==> src/rtl/core/lpfs_pkg.sv <==
// Shared constants and payload types for the least-prime-factor sieve factorizer.
package lpfs_pkg;

	localparam int MAX_LIMIT   = 16384;
	localparam int PRIME_SLOTS = 1900;
	localparam int MAX_RES     = 5;

	localparam int NUM_W = $clog2(MAX_LIMIT);
	localparam int LIM_W = NUM_W + 1;
	localparam int CNT_W = $clog2(PRIME_SLOTS + 1);
	localparam int PL_AW = $clog2(PRIME_SLOTS);
	localparam int EXP_W = 4;
	localparam int RES_W = $clog2(MAX_RES);
	localparam int PROD_W = LIM_W + NUM_W;

	typedef enum logic {
		MODE_BUILD = 1'b0,
		MODE_QUERY = 1'b1
	} mode_t;

	typedef logic [NUM_W-1:0] num_t;
	typedef logic [LIM_W-1:0] lim_t;
	typedef logic [CNT_W-1:0] cnt_t;
	typedef logic [EXP_W-1:0] exp_t;

endpackage

==> src/rtl/core/lpfs_div.sv <==
// Restoring divider, one quotient bit per cycle.
module lpfs_div
	import lpfs_pkg::*;
(
	input  logic clk,
	input  logic arst_n,
	input  logic start,
	input  num_t dividend,
	input  num_t divisor,
	output logic done,
	output num_t quotient
);

	localparam int STEP_W = $clog2(NUM_W + 1);

	num_t a_q;
	num_t r_q;
	logic [STEP_W-1:0] step_q;
	logic done_q;
	logic [NUM_W:0] rs;
	logic fits;

	assign rs = {r_q, a_q[NUM_W-1]};
	assign fits = rs >= {1'b0, divisor};

	always_ff @(posedge clk or negedge arst_n) begin
		if (!arst_n) begin
			step_q <= '0;
			done_q <= 1'b0;
		end else begin
			done_q <= 1'b0;
			if (start) begin
				step_q <= STEP_W'(NUM_W);
			end else if (step_q != '0) begin
				step_q <= step_q - 1'b1;
				if (step_q == STEP_W'(1))
					done_q <= 1'b1;
			end
		end
	end

	always_ff @(posedge clk) begin
		if (start) begin
			a_q <= dividend;
			r_q <= '0;
		end else if (step_q != '0) begin
			r_q <= fits ? NUM_W'(rs - {1'b0, divisor}) : NUM_W'(rs);
			a_q <= {a_q[NUM_W-2:0], fits};
		end
	end

	assign done = done_q;
	assign quotient = a_q;

endmodule

==> config.mk <==
export PLATFORM = sky130hd
export DESIGN_NAME = lpfs_div
export DESIGN_NICKNAME = d
export VERILOG_FILES = /design/src/rtl/core/lpfs_pkg.sv /design/src/rtl/core/lpfs_div.sv
export SDC_FILE = /design/constraint.sdc
export NUM_CORES = 1
export LEC_CHECK = 0
export BUFFER_PORTS_ARGS = -buffer_cell sky130_fd_sc_hd__buf_4
export CAP_MARGIN = 20
export CORE_MARGIN = 1.5
export CORE_UTILIZATION = 45
export DETAILED_ROUTE_END_ITERATION = 12
export PLACE_DENSITY = 0.67
export SYNTH_ARGS = -nofsm -noshare
export SYNTH_HDL_FRONTEND = slang
export SYNTH_SLANG_ARGS = --single-unit
==> constraint.sdc <==
create_clock -name clk -period 4 [get_ports clk]
set_input_delay 0.2 -clock clk [delete_from_list [all_inputs] [get_ports clk]]
set_output_delay 0.2 -clock clk [all_outputs]
set_load 0.1 [all_outputs]
==> reports/metrics.cfg <==
[global_route]
grt_max_degree=41
grt_use_total_pct=19.1
grt_first_pass_wirelength_mm=8.41
antenna_found_initial=0
grt_pass1_vias=1819
grt_overflow=0

[floorplanning]
fp.dieArea_mm2=0.00571
dieHeight_um=75.6
rows=26
initial_core_util_pct=46.4
die_x_um=75.6
ios=46
core_mm2=0.00511

[drt]
drtPass1Iterations=4
via_per_inst=5.59
wire_per_inst_um=14.3
first_iter_violations=142
wl_mm=5.29
vias=2064
ant_nets=0
route.detailed.drc=0

[power_and_ir_drop]
total_power_mw=1.75
power_density_mw_per_mm2=612
peakVddDrop_mv=0.235
p_leak_nw=1.26

[min_path]
hold_depth=2
holdCritPathClass=primary input to flop

[sta]
setup_tns_ns=0
period_needed_ns=2.72
finalMaxSlewViolations=0
final_hold_viol_count=0
worst_slew_pin_slew_ns=0.729
rsz0062_at_grt=false
fmax_mhz=368
finalSetupViolCount=0
fin_crit_sh_pct=68.0
slew_headroom_pct=51.4
skew_ns=0.00138

[cts]
cts.sinks=33
clk_pin_slew_ns=0.07
cts-root-buf=clkbuf_8
clock_path_buffers=2
htree_num_levels=2
post_cts_resized=0
post_cts_buffers=0
cts_buffers=5
ctsHoldBuffers=1
clk_latency_ns=0.28
tritoncts=done

[synthesis]
ys_top_cells_by_area=edfxtp_1 18%, dfxtp_1 12%, ha_1 9.0%
netlist_instances=255
ys_warn_count=0
synthFlopType=edfxtp_1
syn_nets=304
synth_edf_count=14
yosysSeqAreaShare_pct=34.8
synth.largest_area_cell=edfxtp_1
async_flop_share_pct=15.2
ys_ff_latch=33
yosysTopAreaCellShare_pct=17.7
syn-cell-area_mm2=0.00237
synth_area_per_cell_um2=9.29
netlist-cell-type-count=56

[worst_setup_path]
crit_required_ns=4.04
path_cells=ha_1 -> a21oi_1 -> nand2_1 -> o21bai_1 -> a22oi_2 -> nand2_1 -> mux2_2
cp_common_cell=nand2_1
cp_max_fo=12
cp_slowest_cell=a22oi_2
critPathKind=flop to flop
crit_path_end_kind=flop
cp.arrival_ns=2.75
worst_setup_path_start_kind=flop
max_stage_delay_ns=0.59
reg2reg_depth=7

[run]
drv_cap=0

[placement]
dp_hpwl_mm=3.94
io_buffer_count=45
gp_congestion=0.828

[finish]
areaGrowthSynthToFinish_pct=20.5
drive_gt1_share_pct=25.8
layout_commonest_cell=buf_4
final_cell_mix=47 x buf_4, 20 x inv_1, 19 x nor2_1
diodes=0
fin_nets=347

[outcome]
status=completed

## cell usage after synthesis (7+ instances only)
cell,n
a21oi_1,9
dfxtp_1,14
edfxtp_1,14
ha_1,17
inv_1,20
mux2_2,14
nand2_1,8
nand3_1,11
nor2_1,19
nor3_1,7
o21ai_0,7
xnor2_1,7
## worst paths after layout
check | startpoint | endpoint | slack (ns)
worst max-delay path | r_q[9]$_SDFFE_PP0N_ | quotient[0]$_DFFE_PP_ | 1.28
worst min-delay path | dividend[6] | quotient[6]$_DFFE_PP_ | 0.22
worst max register to register | r_q[9]$_SDFFE_PP0N_ | quotient[0]$_DFFE_PP_ | 1.28
worst min register to register | step_q[1]$_DFFE_PN0P_ | step_q[1]$_DFFE_PN0P_ | 0.52
max in group asynchronous | arst_n | step_q[2]$_DFFE_PN0P_ | 3.65
min in group asynchronous | arst_n | step_q[3]$_DFFE_PN0P_ | 0.25
## cell type report
cell class	count	area [µm²]
fill	463	2250
multi-input combinational	189	1420
sequential	33	826
timing repair buffer	48	363
tap	70	87.6
inverter	21	78.8
clock buffer	5	68.8
clock inverter	3	17.5
## critical path, delay by kind of cell, from the launching register on
kind,cells,cell delay [ns]
fa+ha+maj,1,0.35
mux,1,0.30
simple gates,2,0.39
compound gates,3,1.08
flops,1,0.35
## state kept, by name, indices dropped and copies added (netlist names)
register and count:
step_q 4, r_q 14, quotient 14, done 1
## through the flow
stage / area, µm² / cells / util (%) / hold slack (ns) / setup slack (ns)
floorplan: 2370 / 255 / - / -0.0956 / 1.22
global placement: 2760 / 360 / 54.0 / 0.00590 / 1.24
detailed placement: 2760 / 360 / 54.0 / 0.00288 / 1.29
CTS: 2860 / 369 / 55.9 / 0.210 / 1.27
global route: 2860 / 369 / 55.9 / 0.214 / 1.06
finish: 2860 / 369 / 55.9 / 0.220 / 1.28
## routing by layer
metal | track usage (%) | vias to the layer above | routed length (µm)
met5 | 0 | - | 0
met2 | 31.0 | 70 | 2440
met3 | 3.31 | 6 | 276
li1 | - | 1039 | -
met1 | 27.0 | 949 | 2530
met4 | 3.57 | 0 | 42
## cells by family (layout without fill, tap and decap cells)
| kind of cell | count (synthesis) | after routing | share of synthesized area, % |
|---|---|---|---|
| compound gates | 68 | 68 | 21.6 |
| xor+xnor | 9 | 9 | 3.33 |
| fa+ha+maj | 18 | 18 | 9.82 |
| buf+inv | 33 | 77 | 5.44 |
| flops | 33 | 33 | 34.8 |
| mux | 15 | 15 | 7.07 |
| simple gates | 79 | 79 | 17.9 |
## power breakdown
group / internal, mW / switching (mW)
Sequential: 0.438 / 0.0706
Clock: 0.120 / 0.128
Combinational: 0.397 / 0.593
Power figures use the tool's default switching activity.
